**src/rtl/s5rc_pkg.sv**
```systemverilog
// types and codes for the socks5 reply checker
package s5rc_pkg;

  typedef enum logic [1:0] {
    OP_START = 2'd0,
    OP_BYTE  = 2'd1,
    OP_LINK  = 2'd2,
    OP_NOP   = 2'd3
  } opcode_t;

  typedef enum logic [3:0] {
    PH_IDLE = 4'd0,
    PH_METH = 4'd1,
    PH_AUTH = 4'd2,
    PH_HDR  = 4'd3,
    PH_NLEN = 4'd4,
    PH_ADDR = 4'd5,
    PH_PORT = 4'd6,
    PH_DONE = 4'd7,
    PH_FAIL = 4'd8
  } phase_t;

  typedef enum logic [1:0] {
    ST_IDLE      = 2'd0,
    ST_BUSY      = 2'd1,
    ST_CONNECTED = 2'd2,
    ST_FAILED    = 2'd3
  } status_t;

  typedef enum logic [2:0] {
    ERR_NONE      = 3'd0,
    ERR_LINK      = 3'd1,
    ERR_GREET     = 3'd2,
    ERR_METHOD    = 3'd3,
    ERR_AUTH      = 3'd4,
    ERR_VER       = 3'd5,
    ERR_REFUSED   = 3'd6,
    ERR_MALFORMED = 3'd7
  } err_t;

  localparam logic [7:0] SOCKS_VER     = 8'h05;
  localparam logic [7:0] METHOD_NOAUTH = 8'h00;
  localparam logic [7:0] METHOD_USERPW = 8'h02;
  localparam logic [7:0] AUTH_VER      = 8'h01;
  localparam logic [7:0] AUTH_OK       = 8'h00;
  localparam logic [7:0] REP_OK        = 8'h00;
  localparam logic [7:0] ATYP_IPV4     = 8'h01;
  localparam logic [7:0] ATYP_NAME     = 8'h03;
  localparam logic [7:0] ATYP_IPV6     = 8'h04;
  localparam logic [7:0] LEN_IPV4      = 8'd4;
  localparam logic [7:0] LEN_IPV6      = 8'd16;
  localparam logic [7:0] LEN_PAIR      = 8'd2;
  localparam logic [7:0] LEN_HDR       = 8'd4;
  localparam logic [7:0] LEN_ONE       = 8'd1;

  localparam int unsigned RESULT_PAD = 3;

  // status in the low bits, reply code on top
  typedef struct packed {
    logic [7:0] reply_code;
    err_t       error_code;
    status_t    status;
  } result_t;

endpackage

```
**src/rtl/s5rc_parser.sv**
```systemverilog
// handshake parser state and per-beat update
module s5rc_parser
  import s5rc_pkg::*;
(
  input  logic       clk,
  input  logic       rst,
  input  logic       step_en,
  input  opcode_t    op,
  input  logic [7:0] rx_byte,
  input  logic       auth_offered,
  output result_t    result
);

  phase_t      phase, phase_next;
  logic [23:0] held_bytes, held_bytes_next;
  logic [7:0]  bytes_left, bytes_left_next;
  logic [7:0]  last_reply, last_reply_next;
  err_t        err, err_next;
  logic        busy;

  assign busy = (phase == PH_METH) || (phase == PH_AUTH) || (phase == PH_HDR) ||
                (phase == PH_NLEN) || (phase == PH_ADDR) || (phase == PH_PORT);

  always_comb begin
    phase_next      = phase;
    held_bytes_next = held_bytes;
    bytes_left_next = bytes_left;
    last_reply_next = last_reply;
    err_next        = err;
    case (op)
      OP_START: begin
        phase_next      = PH_METH;
        bytes_left_next = LEN_PAIR;
        held_bytes_next = '0;
        last_reply_next = '0;
      end
      OP_BYTE: begin
        if (busy) begin
          if (phase != PH_NLEN && bytes_left > LEN_ONE) begin
            held_bytes_next = {held_bytes[15:0], rx_byte};
            bytes_left_next = bytes_left - 8'd1;
          end else begin
            // last beat of a unit: check it and move on
            held_bytes_next = '0;
            bytes_left_next = '0;
            case (phase)
              PH_METH: begin
                if (held_bytes[7:0] != SOCKS_VER) begin
                  phase_next = PH_FAIL;
                  err_next   = ERR_GREET;
                end else if (rx_byte == METHOD_USERPW && auth_offered) begin
                  phase_next      = PH_AUTH;
                  bytes_left_next = LEN_PAIR;
                end else if (rx_byte == METHOD_NOAUTH) begin
                  phase_next      = PH_HDR;
                  bytes_left_next = LEN_HDR;
                end else begin
                  phase_next = PH_FAIL;
                  err_next   = ERR_METHOD;
                end
              end
              PH_AUTH: begin
                if (held_bytes[7:0] != AUTH_VER || rx_byte != AUTH_OK) begin
                  phase_next = PH_FAIL;
                  err_next   = ERR_AUTH;
                end else begin
                  phase_next      = PH_HDR;
                  bytes_left_next = LEN_HDR;
                end
              end
              PH_HDR: begin
                if (held_bytes[23:16] != SOCKS_VER) begin
                  phase_next = PH_FAIL;
                  err_next   = ERR_VER;
                end else if (held_bytes[15:8] != REP_OK) begin
                  phase_next      = PH_FAIL;
                  err_next        = ERR_REFUSED;
                  last_reply_next = held_bytes[15:8];
                end else if (held_bytes[7:0] != 8'h00) begin
                  phase_next = PH_FAIL;
                  err_next   = ERR_MALFORMED;
                end else if (rx_byte == ATYP_IPV4) begin
                  phase_next      = PH_ADDR;
                  bytes_left_next = LEN_IPV4;
                end else if (rx_byte == ATYP_IPV6) begin
                  phase_next      = PH_ADDR;
                  bytes_left_next = LEN_IPV6;
                end else if (rx_byte == ATYP_NAME) begin
                  phase_next      = PH_NLEN;
                  bytes_left_next = LEN_ONE;
                end else begin
                  phase_next = PH_FAIL;
                  err_next   = ERR_MALFORMED;
                end
              end
              PH_NLEN: begin
                // empty name goes straight to the port
                if (rx_byte == 8'h00) begin
                  phase_next      = PH_PORT;
                  bytes_left_next = LEN_PAIR;
                end else begin
                  phase_next      = PH_ADDR;
                  bytes_left_next = rx_byte;
                end
              end
              PH_ADDR: begin
                phase_next      = PH_PORT;
                bytes_left_next = LEN_PAIR;
              end
              default: begin
                phase_next = PH_DONE;
              end
            endcase
          end
        end
      end
      OP_LINK: begin
        if (busy) begin
          phase_next      = PH_FAIL;
          err_next        = ERR_LINK;
          held_bytes_next = '0;
          bytes_left_next = '0;
        end
      end
      default: begin
      end
    endcase
  end

  always_comb begin
    result.status     = ST_BUSY;
    result.error_code = ERR_NONE;
    result.reply_code = '0;
    case (phase_next)
      PH_IDLE: result.status = ST_IDLE;
      PH_DONE: result.status = ST_CONNECTED;
      PH_FAIL: begin
        result.status     = ST_FAILED;
        result.error_code = err_next;
        if (err_next == ERR_REFUSED) begin
          result.reply_code = last_reply_next;
        end
      end
      default: result.status = ST_BUSY;
    endcase
  end

  always_ff @(posedge clk) begin
    if (rst) begin
      phase      <= PH_IDLE;
      held_bytes <= '0;
      bytes_left <= '0;
      last_reply <= '0;
      err        <= ERR_NONE;
    end else if (step_en) begin
      phase      <= phase_next;
      held_bytes <= held_bytes_next;
      bytes_left <= bytes_left_next;
      last_reply <= last_reply_next;
      err        <= err_next;
    end
  end

endmodule

```
**config.mk**
```make
export PLATFORM = sky130hd
export DESIGN_NAME = s5rc_parser
export DESIGN_NICKNAME = d
export VERILOG_FILES = /design/src/rtl/s5rc_pkg.sv /design/src/rtl/s5rc_parser.sv
export SDC_FILE = /design/constraint.sdc
export NUM_CORES = 1
export LEC_CHECK = 0
export BUFFER_PORTS_ARGS = -buffer_cell sky130_fd_sc_hd__buf_2
export CORE_MARGIN = 8
export CORE_UTILIZATION = 45
export DETAILED_ROUTE_END_ITERATION = 16
export PLACE_DENSITY = 0.67
export SYNTH_ARGS = -nofsm -noshare
export SYNTH_HDL_FRONTEND = slang
export SYNTH_SLANG_ARGS = --single-unit
```
**constraint.sdc**
```tcl
create_clock -name clk -period 5.75 [get_ports clk]
set_input_delay 1.15 -clock clk [delete_from_list [all_inputs] [get_ports clk]]
set_output_delay 1.15 -clock clk [all_outputs]
set_load 0.1 [all_outputs]
```
After elaboration in Yosys (flattened, before gate mapping)
Cells that the tools add are included.
{ "totals": {"ff_bits": 47, "input_bits": 14, "elab_cells": 104} }
{ "classes": {"add_sub_neg": 1, "n_reduce_logical": 16, "muxes": 60, "n_eq_ne": 21, "magnitude_cmp": 1} }
{ "ops": {"columns": ["op", "count"], "rows": [
  ["8-bit two-way mux", 10],
  ["24-bit two-way mux", 3],
  ["24-bit case mux with 3 select lines", 1],
  ["4-bit two-way mux", 13],
  ["3-bit two-way mux", 17],
  ["8-bit case mux with 5 select lines", 1],
  ["5-bit two-way mux", 5],
  ["8-bit case mux with 3 select lines", 1],
  ["8-bit nonzero test", 3],
  ["4-bit case mux with 5 select lines", 1],
  ["4-bit by 3-bit equality test with 1-bit output (second input constant)", 4],
  ["8-bit by 2-bit equality test with 1-bit output (second input constant)", 2],
  ["8-bit by 3-bit inequality test with 1-bit output (second input constant)", 2],
  ["8-bit case mux with 2 select lines", 1],
  ["4-bit case mux with 3 select lines", 1],
  ["11-bit two-way mux", 1],
  ["3-bit case mux with 3 select lines", 1],
  ["4-bit by 2-bit equality test with 1-bit output (second input constant)", 2],
  ["8-bit by 1-bit equality test with 1-bit output (second input constant)", 1],
  ["8-bit by 3-bit equality test with 1-bit output (second input constant)", 1],
  ["8-bit by 1-bit > comparator with 1-bit output (second input constant)", 1],
  ["8-bit zero test", 1],
  ["8-bit by 1-bit inequality test with 1-bit output (second input constant)", 1],
  ["8-bit by 1-bit subtractor with 8-bit output (second input constant)", 1],
  ["other kinds (17)", 24]
]} }

Depth between registers and ports, before layout
{ "depth": {"depth_word": 14, "depth_mapped": 10, "mapped_depth_nobuf": 9} }

Least setup slack after synthesis
OpenSTA, ideal clock, no wires.
{ "synth_timing": {"path_kind": "input port to output port", "start": "in rx_byte[2]", "end": "out result[12] in the netlist's numbering", "t_required_ps": 4600, "path_buffers": 2, "setup_slack_ps": -744, "arrival_time_ps": 5344, "path_stages": 9, "cell_sequence": "clkbuf_1 or3b_2 o21ai_0 nor4b_1 o32ai_1 nor3_1 or3b_2 buf_2 nor3_1"} }
{ "synth_rtl": {"columns": ["element", "line", "text"], "rows": [
  ["start, declared", "s5rc_parser.sv:9", "input logic [7:0] rx_byte,"],
  ["end, declared", "s5rc_parser.sv:11", "output result_t result"]
]} }

==> reports/metrics.yaml <==
drive_gt1_share_pct: 13.6
power_leakage_nw: 1.21
drt-total-wl_um: 9030
pre_cts_ws_ps: 511
clkLatencyLatePin_ps: 320
dpl_cell_area_mm2: 0.00326
syn_inst: 423
hp-class: "reg2reg"
cap_violations: 0
setup_viol: 0
end_kind: "output port"
min_period_ps: 5250
outcome: "completed"
io_pins: 27
power.total_mw: 0.652
viasPerCell: 6.16
place_hpwl_um: 6490
max_freq_ghz: 0.190
final_cells: 513
synth-edff-count: 0
final_nets: 452
fill_cells: 723
mostFrequentLayoutCells: "47 x nor2_1, 47 x a21oi_1, 47 x dfxtp_1"
cts.path.max_buffers: 2
worst-path-max-fanout: 8
slew_headroom_pct: 31.7
yosysSeqAreaShare_pct: 30.2
cts_made_buffers: 5
ant_nets: 0
row_count: 30
dr.pass1.iters: 4
ys_seq_elements: 47
initial_core_util_pct: 46.1
placedCellCount: 505
core_area_mm2: 0.00676
max_slew.worst_pin.slew_ps: 1020
grt_pass1_wl_um: 15000
die_w_um: 99.2
antenna_found_initial: 0
fin_ws_ps: 498
n_antenna_cell: 0
power.density_mw_per_mm2: 195
synthArstFlopShare_pct: 0
period_share_pct: 91.3
syn_to_final_growth_pct: 7.55
critical_path_required_ps: 4600
synth_warnings: 0
chipHeight_um: 99.2
cts_root_buffer: "clkbuf_8"
post-cts-setup-buffers: 0
num_vias: 3159
final_design_area_no_fill_mm2: 0.00335
worst-setup-path-type: "in2out"
peakVddDrop_mv: 0.130
routedWlPerCell_um: 17.6
synth_ff_type: "dfxtp_1"
cts.htree.levels: 2
hold_buffers: 0
post_cts_resized: 0
finalHoldViolCount: 0
track_usage_pct: 18.3
critPathLaunchType: "primary input"
clock-sinks: 47
drcViolationCount: 0
netlist-cell-type-count: 63
avgSynthCellArea_um2: 7.36
numPortBuffers: 26
hold_ws_ps: 450
routabilityCongestion: 0.890
overflow: 0
clkTransAtPathRegs_ps: 90
grt_pass1_vias: 3021
maxSlewViolCount: 0
synth_nets: 443
crit_arrival_ps: 4100
fp.dieArea_mm2: 0.00984
grt_max_degree: 48
drt_iter0_markers: 173
rsz0062_at_grt: "no"
skew_ps: 11.6
synth_area_mm2: 0.00311
cts_tree: "done"
-- area by class of cell --
cell class | instances | area [um^2] | area share, %
Multi-Input combinational cell | 337 | 2020 | 60.2
Sequential cell | 47 | 941 | 28.1
Timing Repair Buffer | 30 | 160 | 4.78
Tap cell | 80 | 100 | 2.99
Clock buffer | 5 | 68.8 | 2.05
Inverter | 11 | 41.3 | 1.23
Clock inverter | 3 | 22.5 | 0.672
-- cell families after synthesis --
kind of cell | Yosys count | share of synthesized area (%)
buf+inv | 39 | 5.06
mux | 5 | 1.65
compound gates | 116 | 24.3
flops | 47 | 30.2
xor+xnor | 2 | 0.563
simple gates | 208 | 35.8
fa+ha+maj | 6 | 2.41
-- path summary, 6_finish.rpt --
| kind | from | endpoint | slack, ps | depth (start not counted) |
|---|---|---|---|---|
| hold reg to reg | held_bytes[16] | held_bytes[16] | 450 | 2 |
| setup / recovery | rx_byte[1] | result[5] | 500 | 9 |
| setup reg to reg | bytes_left[2] | last_reply[0] | 2240 | 7 |
| hold / removal | held_bytes[16] | held_bytes[16] | 450 | 2 |
-- sequential cells by signal (all words and copies together), names as in the netlist --
register and count:
phase 4, held_bytes 24, err 3, last_reply 8, bytes_left 8
-- critical path: stages --
cell and delay (ps):
buf_2 150, or3b_2 470, o21ai_0 230, nor4b_1 400, o32ai_1 160, nor3_1 270
or3b_2 600, nor3_1 210, buf_2 450
-- where the power goes --
group / total (mW) / leakage [nW] / internal [mW] / switching [mW]
registers: 0.333 / 0.379 / 0.328 / 0.00485
clock network: 0.214 / 0.0485 / 0.0874 / 0.127
logic: 0.105 / 0.785 / 0.0301 / 0.0746
total: 0.652 / 1.21 / 0.446 / 0.206
-- routing by layer --
metal / share of wire, % / wire length [um] / vias to the layer above / track usage [%]
li1: - / - / 1595 / -
met1: 46 / 4160 / 1466 / 23.1
met2: 48 / 4290 / 81 / 30.5
met3: 4.8 / 431 / 17 / 3.56
met4: 1.6 / 148 / 0 / 5.82
met5: 0 / 0 / - / 0
-- Yosys cell counts, types with 4 or more instances --
library cell | count | area (um^2)
nand4_1 | 7 | 43.8
clkbuf_1 | 23 | 86.3
and2_1 | 4 | 25.0
nor4_1 | 7 | 43.8
a21oi_1 | 47 | 235
and3_1 | 12 | 75.1
nand2_1 | 42 | 158
mux2i_1 | 4 | 40.0
or3b_2 | 5 | 43.8
or4_1 | 6 | 45.0
dfxtp_1 | 47 | 941
a211oi_1 | 6 | 45.0
inv_1 | 11 | 41.3
ha_1 | 6 | 75.1
o21ai_0 | 14 | 70.1
nand3_1 | 31 | 155
o31ai_1 | 4 | 30.0
a22oi_1 | 12 | 90.1
nor3_2 | 6 | 60.1
or3_1 | 4 | 25.0
nor3_1 | 17 | 85.1
nor2_1 | 47 | 176
-- metrics by stage --
stage          utilization (%)  TNS, ps
6_report                  49.6        0
5_1_grt                   49.6        0
3_5_place_dp              48.2        0
4_1_cts                   49.6        0
2_1_floorplan                -    -1490
3_3_place_gp              48.2        0
(Power assumes the default switching activity.)
